==> src/rtl/smc_pkg.sv <==
// ----------------------------------------------------------------------------
// smc_pkg
// Shared types and codes for the stack machine calculator.
// ----------------------------------------------------------------------------
package smc_pkg;

    localparam int unsigned DATA_W   = 32;
    localparam int unsigned LIMIT_W  = 31;
    localparam int unsigned OPC_W    = 4;
    localparam int unsigned STAT_W   = 3;
    localparam int unsigned DEPTH_OW = 11;

    localparam logic [DATA_W-1:0] SIGN_WORD   = 32'h8000_0000;
    localparam logic [LIMIT_W-1:0] LIMIT_INIT = 31'd1000000000;

    localparam logic [OPC_W-1:0] OP_CONST = 4'd0;
    localparam logic [OPC_W-1:0] OP_ADD   = 4'd1;
    localparam logic [OPC_W-1:0] OP_SUB   = 4'd2;
    localparam logic [OPC_W-1:0] OP_MUL   = 4'd3;
    localparam logic [OPC_W-1:0] OP_DIV   = 4'd4;
    localparam logic [OPC_W-1:0] OP_MAX   = 4'd5;
    localparam logic [OPC_W-1:0] OP_MIN   = 4'd6;
    localparam logic [OPC_W-1:0] OP_NEG   = 4'd7;
    localparam logic [OPC_W-1:0] OP_DUP   = 4'd8;
    localparam logic [OPC_W-1:0] OP_SWAP  = 4'd9;

    localparam logic [STAT_W-1:0] ST_OK     = 3'd0;
    localparam logic [STAT_W-1:0] ST_UNDER  = 3'd1;
    localparam logic [STAT_W-1:0] ST_OVER   = 3'd2;
    localparam logic [STAT_W-1:0] ST_DIVZ   = 3'd3;
    localparam logic [STAT_W-1:0] ST_REJECT = 3'd4;

    typedef struct packed {
        logic [OPC_W-1:0]  op;
        logic [DATA_W-1:0] value;
        logic              reject;
    } t_cmd;

endpackage

==> src/rtl/smc_in_if.sv <==
// ----------------------------------------------------------------------------
// smc_in_if
// Command channel: one stack command per word.
// ----------------------------------------------------------------------------
interface smc_in_if;
    logic               valid;
    logic               ready;
    logic        [3:0]  operation;
    logic signed [31:0] value;

    modport source (output valid, output operation, output value, input ready);
    modport sink   (input valid, input operation, input value, output ready);
endinterface

==> src/rtl/smc_front.sv <==
// ----------------------------------------------------------------------------
// smc_front
// Takes command words, screens constants against the limit, queues them.
// ----------------------------------------------------------------------------
module smc_front (
    input  logic                           i_clk,
    input  logic                           i_rst_n,
    smc_in_if.sink                         i_cmd,
    input  logic                           i_cfg_we,
    input  logic [smc_pkg::LIMIT_W-1:0]    i_cfg_wdata,
    output logic                           o_q_valid,
    input  logic                           i_q_ready,
    output smc_pkg::t_cmd                  o_q_cmd
);
    import smc_pkg::*;

    t_cmd                 r_q [2];
    logic                 r_wp;
    logic                 r_rp;
    logic [1:0]           r_cnt;
    logic [LIMIT_W-1:0]   r_limit;
    logic [DATA_W-1:0]    mag;
    t_cmd                 new_cmd;
    logic                 push;
    logic                 pop;

    assign mag = i_cmd.value[DATA_W-1] ? (DATA_W'(0) - DATA_W'(i_cmd.value))
                                       : DATA_W'(i_cmd.value);

    always_comb begin
        new_cmd.op     = i_cmd.operation;
        new_cmd.value  = i_cmd.value;
        new_cmd.reject = (mag >= {1'b0, r_limit}) || (i_cmd.value == SIGN_WORD);
    end

    assign i_cmd.ready = (r_cnt != 2'd2);
    assign push        = i_cmd.valid && i_cmd.ready;
    assign o_q_valid   = (r_cnt != 2'd0);
    assign pop         = o_q_valid && i_q_ready;
    assign o_q_cmd     = r_q[r_rp];

    always_ff @(posedge i_clk) begin
        if (!i_rst_n) begin
            r_wp    <= 1'b0;
            r_rp    <= 1'b0;
            r_cnt   <= 2'd0;
            r_limit <= LIMIT_INIT;
        end else begin
            if (i_cfg_we) begin
                r_limit <= i_cfg_wdata;
            end
            if (push) begin
                r_wp <= ~r_wp;
            end
            if (pop) begin
                r_rp <= ~r_rp;
            end
            r_cnt <= r_cnt + {1'b0, push} - {1'b0, pop};
        end
        if (push) begin
            r_q[r_wp] <= new_cmd;
        end
    end
endmodule

==> src/flat_wrapper.sv <==
// flat-port wrapper written by rule: the top's interface ports become plain ports
module smc_front_flat import smc_pkg::*;
  (i_clk, i_rst_n, i_cfg_we, i_cfg_wdata, o_q_valid, i_q_ready, o_q_cmd, i_cmd_valid, i_cmd_operation, i_cmd_value, i_cmd_ready);
  smc_in_if i_cmd_i ();
  input  logic i_clk;
  input  logic i_rst_n;
  input  logic i_cfg_we;
  input  logic [smc_pkg::LIMIT_W-1:0] i_cfg_wdata;
  output logic o_q_valid;
  input  logic i_q_ready;
  output smc_pkg::t_cmd o_q_cmd;
  input wire logic [$bits(i_cmd_i.valid)-1:0] i_cmd_valid;
  input wire logic [$bits(i_cmd_i.operation)-1:0] i_cmd_operation;
  input wire logic [$bits(i_cmd_i.value)-1:0] i_cmd_value;
  output wire logic [$bits(i_cmd_i.ready)-1:0] i_cmd_ready;
  assign i_cmd_i.valid = i_cmd_valid;
  assign i_cmd_i.operation = i_cmd_operation;
  assign i_cmd_i.value = i_cmd_value;
  assign i_cmd_ready = i_cmd_i.ready;
  smc_front u_core (.i_clk(i_clk), .i_rst_n(i_rst_n), .i_cmd(i_cmd_i), .i_cfg_we(i_cfg_we), .i_cfg_wdata(i_cfg_wdata), .o_q_valid(o_q_valid), .i_q_ready(i_q_ready), .o_q_cmd(o_q_cmd));
endmodule
==> config.mk <==
export PLATFORM = sky130hd
export DESIGN_NAME = smc_front_flat
export DESIGN_NICKNAME = d
export VERILOG_FILES = /design/src/rtl/smc_pkg.sv /design/src/rtl/smc_in_if.sv /design/src/rtl/smc_front.sv /design/src/flat_wrapper.sv
export SDC_FILE = /design/constraint.sdc
export NUM_CORES = 1
export LEC_CHECK = 0
export ABC_AREA = 1
export BUFFER_PORTS_ARGS = -buffer_cell sky130_fd_sc_hd__buf_2
export CORE_ASPECT_RATIO = 0.7
export CORE_MARGIN = 5
export CORE_UTILIZATION = 60
export DETAILED_ROUTE_END_ITERATION = 10
export HOLD_SLACK_MARGIN = 0.05
export PLACE_DENSITY = 0.89
export SETUP_SLACK_MARGIN = 0.2
export SLEW_MARGIN = 20
export SYNTH_ARGS = -nofsm -noshare
export SYNTH_HDL_FRONTEND = slang
export SYNTH_SLANG_ARGS = --single-unit
==> constraint.sdc <==
create_clock -name i_clk -period 6.7 [get_ports i_clk]
set_clock_uncertainty 0.2 [all_clocks]
set_input_delay 0.67 -clock i_clk [delete_from_list [all_inputs] [get_ports i_clk]]
set_output_delay 0.67 -clock i_clk [all_outputs]
set_load 0.005 [all_outputs]
==> results of run 1 <==
-- through the flow --
stage,std cells,utilization [%]
global placement,781,68.95
floorplan,563,-
global route,799,72.56
finish,799,72.56
detailed placement,781,68.95
CTS,797,72.04
-- flip-flops by register name, summed over array words and instances (netlist names), named ones only --
name and count:
u_core.r_q 74, u_core.r_limit 31, u_core.r_cnt 2, u_core.r_rp 1, u_core.r_wp 1
-- worst paths after layout --
kind                                                      start                              end  depth (start not counted)
worst min-delay path            u_core.r_limit[16]$_SDFFE_PN0P_  u_core.r_limit[16]$_SDFFE_PN0P_                          2
worst max register to register       u_core.r_cnt[1]$_SDFF_PN0_       u_core.r_cnt[1]$_SDFF_PN0_                          9
worst min register to register  u_core.r_limit[16]$_SDFFE_PN0P_  u_core.r_limit[16]$_SDFFE_PN0P_                          2
worst max-delay path                             i_cmd_value[0]       u_core.r_q[0][0]$_DFFE_PP_                         23
-- area by class of cell --
type | instances | share of cell area (%)
Multi-Input combinational cell | 352 | 34.97
Tap cell | 124 | 2.348
Timing Repair Buffer | 112 | 9.050
Clock buffer | 9 | 3.408
Sequential cell | 110 | 44.55
Clock inverter | 7 | 0.8519
Inverter | 85 | 4.828
-- cell families after synthesis --
logic type,count (synthesis),synth area share [%]
and+or+nand+nor,163,13.25
xor gates and xnor gates,27,4.336
AOI/OAI and AO/OA,91,8.250
DFF,110,52.30
muxes,37,7.405
buffers and inverters,101,6.893
adders and majority gates,34,7.561
-- power groups by stage --
stage,Sequential [uW],Clock (uW),Combinational [uW]
after floorplan,849,0,272
after global placement,875,0,392
after CTS,866,505,413
after detailed placement,881,0,408
final,864,500,425
after global routing,872,540,470
-- cells in the mapped netlist, drive strengths merged --
cell type / count
o31ai: 1
inv: 85
or2: 1
edfxtp: 74
clkbuf: 8
nand4: 6
nor4: 1
xor2: 25
o21ai: 41
xnor2: 2
nor3b: 1
a21oi: 46
o21a: 1
nor3: 8
nand3: 19
ha: 34
dfxtp: 36
a211oi: 1
a31oi: 1
buf: 8
nand2: 83
nand3b: 1
nor2: 43
mux2: 37
-- metal layers --
metal | vias to the layer above | GRT usage [%]
met1 | 2000 | 32.36
met3 | 18 | 5.103
met2 | 172 | 33.32
met4 | 0 | 5.268
li1 | 2109 | -
met5 | - | 0
-- critical path: stages --
cell and delay [ns]:
buf_2 0.11, inv_1 0.11, ha_1 0.23, nand3_2 0.14, nor2_4 0.16, nand2_2 0.07
nor2_2 0.15, nand2_1 0.08, nand2_2 0.10, nand2_1 0.06, nand2_1 0.06, nand2_1 0.06
ha_1 0.27, nand2_1 0.08, inv_1 0.04, nand2_1 0.06, nand2_1 0.05, nand2_1 0.06
nand2_1 0.05, nand2_1 0.06, nand4_1 0.08, nor2_1 0.10, nand2_1 0.07
==> flow_metrics.env, run 1 <==
export IMPL_cp_start_kind="input pin"
export IMPL_routed_top_layer="met4"
export IMPL_via_per_inst=5.380
export IMPL_worstMarginPinSlew_ns=0.9175
export IMPL_cp_arrival_ns=2.93
export IMPL_yosysTopAreaCell="edfxtp_1"
export IMPL_intPower_uw=1275
export IMPL_multi_input_area_sq_um=2311
export IMPL_max_cap_violations=0
export IMPL_syn2layout_area_growth_pct=17.46
export IMPL_antenna_found_initial=0
export IMPL_grt_overflow_total=0
export IMPL_ir_drop_mv=0.2564
export IMPL_syn_area_sq_um=5627
export IMPL_diodes=0
export IMPL_syn_num_nets=669
export IMPL_gp_congestion=0.8738
export IMPL_crit_required_ns=6.60
export IMPL_clkPwrFrac_pct=28.0
export IMPL_dr_wl_met3_microns=960
export IMPL_relSlewSlack_pct=38.84
export IMPL_rsz0062_at_grt="false"
export IMPL_num_io_pins=111
export IMPL_synthTopCellsByArea="edfxtp_1, dfxtp_1, ha_1, mux2_2, inv_1"
export IMPL_die_width_microns=125.7
export IMPL_clockBufferDepth=2
export IMPL_netlist_cell_type_count=30
export IMPL_core_area_sq_um=9107
export IMPL_p_switching_uw=514.0
export IMPL_sw_frac_of_total_pct=28.73
export IMPL_grt_pass1_wl_microns=20200
export IMPL_design_area_sq_um=6609
export IMPL_period_share_pct=45.31
export IMPL_portBuffers=110
export IMPL_met2_wirelength_microns=5679
export IMPL_die_area_sq_um=11450
export IMPL_drtIter0Drc=303
export IMPL_p_leak_uw=0.002994
export IMPL_hold_buffers=0
export IMPL_regArea_sq_um=2944
export IMPL_fin_ws_ns=3.664
export IMPL_ant_nets=0
export IMPL_drc_errors=0
export IMPL_status="completed"
export IMPL_post_cts_resized=0
export IMPL_via_count=4299
export IMPL_drive_gt1_share_pct=27.70
export IMPL_synth_cells=563
export IMPL_worstSetupPathType="in2reg"
export IMPL_seq_area_frac_synth_pct=52.30
export IMPL_num_rows=29
export IMPL_die_y_microns=91.02
export IMPL_ys_warn_count=0
export IMPL_grt_max_degree=39
export IMPL_h_tree_depth=3
export IMPL_cts_tree="built"
export IMPL_power_density_nw_per_um2=270.7
export IMPL_worstPathMaxFanout=4
export IMPL_setup_viol=0
export IMPL_hp_class="reg2reg"
export IMPL_syn_avg_cell_area_sq_um=9.994
export IMPL_power_uw=1789
export IMPL_nets=776
export IMPL_met1_length_microns=6011
export IMPL_finalMaxSlewViolations=0
export IMPL_p_comb_share_pct=23.7
export IMPL_finalHoldViolCount=0
export IMPL_start_util_pct=61.78
export IMPL_grt_usage_pct=22.00
export IMPL_tns_ns=0
export IMPL_final_cell_mix="buf_2, inv_1, nand2_1"
export IMPL_final_common_cell="buf_2"
export IMPL_min_period_ns=3.036
export IMPL_ys_seq_elements=110
export IMPL_wl_microns=12790
export IMPL_timing_hold_ws_ns=0.2676
export IMPL_cts_buffers=9
export IMPL_dr_pass1_iters=6
export IMPL_cts_root_buf="clkbuf_16"
export IMPL_hpwl_microns=9405
export IMPL_first_global_vias=4124
export IMPL_post_cts_buffers=0
export IMPL_seq_power_share_pct=48.3
export IMPL_reg2reg_slack_ns=4.74
export IMPL_fmax_ghz=0.3294
export IMPL_synth_top_area_share_pct=39.49
export IMPL_cts_sinks=110
export IMPL_path_clk_slew_ns=0.07
export IMPL_clock_latency_ns=0.35
export IMPL_wl_per_cell_microns=16.00
export IMPL_place_area_sq_um=6280
export IMPL_post_place_ws_ns=3.387
export IMPL_fillerInstances=675
export IMPL_end_kind="flop"
No activity file was read; power rests on OpenSTA's default activity.
==> inputs of run 2 (changes only) <==
CORE_UTILIZATION = 50   (was 60)
PLACE_DENSITY = 0.79   (was 0.89)
clock period = 2.7 ns   (was 6.7 ns; I/O delays follow)
==> run 2 against run 1 <==
  * Total power grew to 2.6 times the previous value
  * Sequential share of layout area shrank 5.9 points
  * Clock power grew to 2.8 times the previous value
  * Non-clock buffer count grew 81
  * Design area grew 15%
  * Core utilization shrank 3.5 points
  * Critical path type unchanged
  * Critical endpoint is now u_core.r_q[1][0]$_DFFE_PP_
  * Largest power group unchanged
==> flow_metrics.env, run 2 (same netlist as run 1, synthesis figures left out) <==
export IMPL_diodes=0
export IMPL_status="completed"
export IMPL_num_io_pins=111
export IMPL_die_width_microns=136.8
export IMPL_ir_drop_mv=0.4412
export IMPL_cts_root_buf="clkbuf_16"
export IMPL_p_switching_uw=1296
export IMPL_relSlewSlack_pct=42.72
export IMPL_top_register="u_core.r_q"
export IMPL_clockBufferDepth=2
export IMPL_grt_pass1_wl_microns=21960
export IMPL_design_area_sq_um=7610
export IMPL_cp_cell_sequence="buf_8 -> nor2_4 -> nand3_2 -> nor2_2 -> nand2_2 -> nor2_4 -> nand3_1 -> nand2_2 -> xor2_2 -> ha_4 -> nand2_2 -> inv_1 -> nand2_1 -> nand2_1 -> nand2_1 -> nand2_1 -> nand2_1 -> nand4_1 -> nor2_1 -> nand2_1"
export IMPL_syn2layout_area_growth_pct=35.25
export IMPL_period_share_pct=90.67
export IMPL_final_common_cell="buf_2"
export IMPL_worstMarginPinSlew_ns=0.8583
export IMPL_power_uw=4735
export IMPL_reg_largest_list="u_core.r_q (74), u_core.r_limit (31), u_core.r_cnt (2)"
export IMPL_max_cap_violations=0
export IMPL_tns_ns=0
export IMPL_start_util_pct=51.10
export IMPL_nets=857
export IMPL_die_y_microns=98.76
export IMPL_instances_no_fill=909
export IMPL_post_place_ws_ns=-0.1448
export IMPL_cp_depth=20
export IMPL_cts_buffers=9
export IMPL_regArea_sq_um=2944
export IMPL_finalHoldViolCount=0
export IMPL_power_density_nw_per_um2=622.2
export IMPL_min_path_cells=3
export IMPL_rr_worst_depth=9
export IMPL_cts_tree="built"
export IMPL_grt_usage_pct=20.83
export IMPL_gp_congestion=0.8727
export IMPL_clock_latency_ns=0.34
export IMPL_finalMaxSlewViolations=0
export IMPL_dp_cells=833
export IMPL_ant_nets=0
export IMPL_p_leak_uw=0.003376
export IMPL_worstSetupPathType="in2reg"
export IMPL_cp_top_family="simple AND/OR/NAND/NOR gates"
export IMPL_via_count=4628
export IMPL_largest_reg_flops=74
export IMPL_grt_overflow_total=0
export IMPL_first_global_vias=4423
export IMPL_via_per_inst=5.091
export IMPL_drtIter0Drc=247
export IMPL_drive_gt1_share_pct=32.54
export IMPL_multi_input_area_sq_um=2486
export IMPL_drc_errors=0
export IMPL_wl_per_cell_microns=15.78
export IMPL_crit_required_ns=2.59
export IMPL_p_comb_share_pct=26.3
export IMPL_clkPwrFrac_pct=29.7
export IMPL_intPower_uw=3439
export IMPL_portBuffers=110
export IMPL_path_clk_slew_ns=0.07
export IMPL_setup_viol=0
export IMPL_cts_sinks=110
export IMPL_num_rows=32
export IMPL_cp_arrival_ns=2.34
export IMPL_min_period_ns=2.448
export IMPL_fmax_ghz=0.4085
export IMPL_rsz0062_at_grt="true"
export IMPL_final_cell_mix="buf_2, inv_1, edfxtp_1"
export IMPL_max_stage_delay_ns=0.24
export IMPL_cp_start_kind="input pin"
export IMPL_worstPathMaxFanout=6
export IMPL_cpMostUsedCell="nand2_1"
export IMPL_h_tree_depth=3
export IMPL_fillerInstances=813
export IMPL_fin_ws_ns=0.2519
export IMPL_end_kind="flop"
export IMPL_crit_buf_inv=2
export IMPL_hpwl_microns=10030
export IMPL_grt_max_degree=38
export IMPL_hp_class="in2reg"
export IMPL_place_area_sq_um=6504
export IMPL_sw_frac_of_total_pct=27.38
export IMPL_wl_microns=14350
export IMPL_core_area_sq_um=11010
export IMPL_antenna_found_initial=0
export IMPL_seq_power_share_pct=44.1
export IMPL_dr_pass1_iters=5
export IMPL_crit_slowest_cell="ha_4"
export IMPL_die_area_sq_um=13510
run 2: final cells by class:
class | count | share of cell area (%)
Multi-Input combinational cell | 352 | 32.67
Clock inverter | 6 | 1.217
Clock buffer | 10 | 3.009
Tap cell | 153 | 2.516
Timing Repair Buffer | 193 | 17.64
Inverter | 85 | 4.258
Sequential cell | 110 | 38.69
run 2: power groups by stage:
stage          logic [uW]  clock network [uW]  registers [uW]
5_1_grt              1380                1490            2100
4_1_cts              1200                1430            2090
3_5_place_dp         1130                   0            2120
2_1_floorplan         678                   0            2100
3_3_place_gp         1090                   0            2110
6_report             1240                1400            2090
run 2: layer usage:
layer	track usage [%]	part of all wire, %	vias up
met5	0	0	-
li1	-	-	2263
met3	4.847	7.4	10
met2	33.16	45	159
met4	4.448	0.87	0
met1	29.28	46	2196
run 2: worst reg2reg max path, delay by kind of cell, from the launching register on:
family	cells	cell delay (ns)
simple gates	2	0.36
flops	1	0.34
fa+ha+maj	2	0.45
buf+inv	2	0.13
xor+xnor	1	0.20
compound gates	2	0.24
run 2: path summary, 6_finish.rpt:
| check | startpoint | end | slack (ns) |
|---|---|---|---|
| worst max-delay path | i_cmd_value[4] | u_core.r_q[1][0]$_DFFE_PP_ | 0.25 |
| worst min-delay path | i_cfg_wdata[4] | u_core.r_limit[4]$_SDFFE_PN0P_ | 0.05 |
| worst max register to register | u_core.r_cnt[1]$_SDFF_PN0_ | u_core.r_cnt[1]$_SDFF_PN0_ | 0.71 |
| worst min register to register | u_core.r_rp$_SDFFE_PN0P_ | flop | 0.26 |
run 2: what timing repair did:
action	4_1_cts	5_1_grt
setup endpoints to repair	0	2
buffers inserted	0	5
hold buffers	53	2
hold endpoints to repair	81	4
resized for setup	0	48
run 2: per-stage QoR:
stage / utilization (%) / hold WS, ns
2_1_floorplan: - / 0.1689
3_3_place_gp: 59.07 / 0.2297
3_5_place_dp: 59.07 / 0.2440
4_1_cts: 66.81 / 0.05077
5_1_grt: 69.11 / 0.06735
6_report: 69.11 / 0.04762
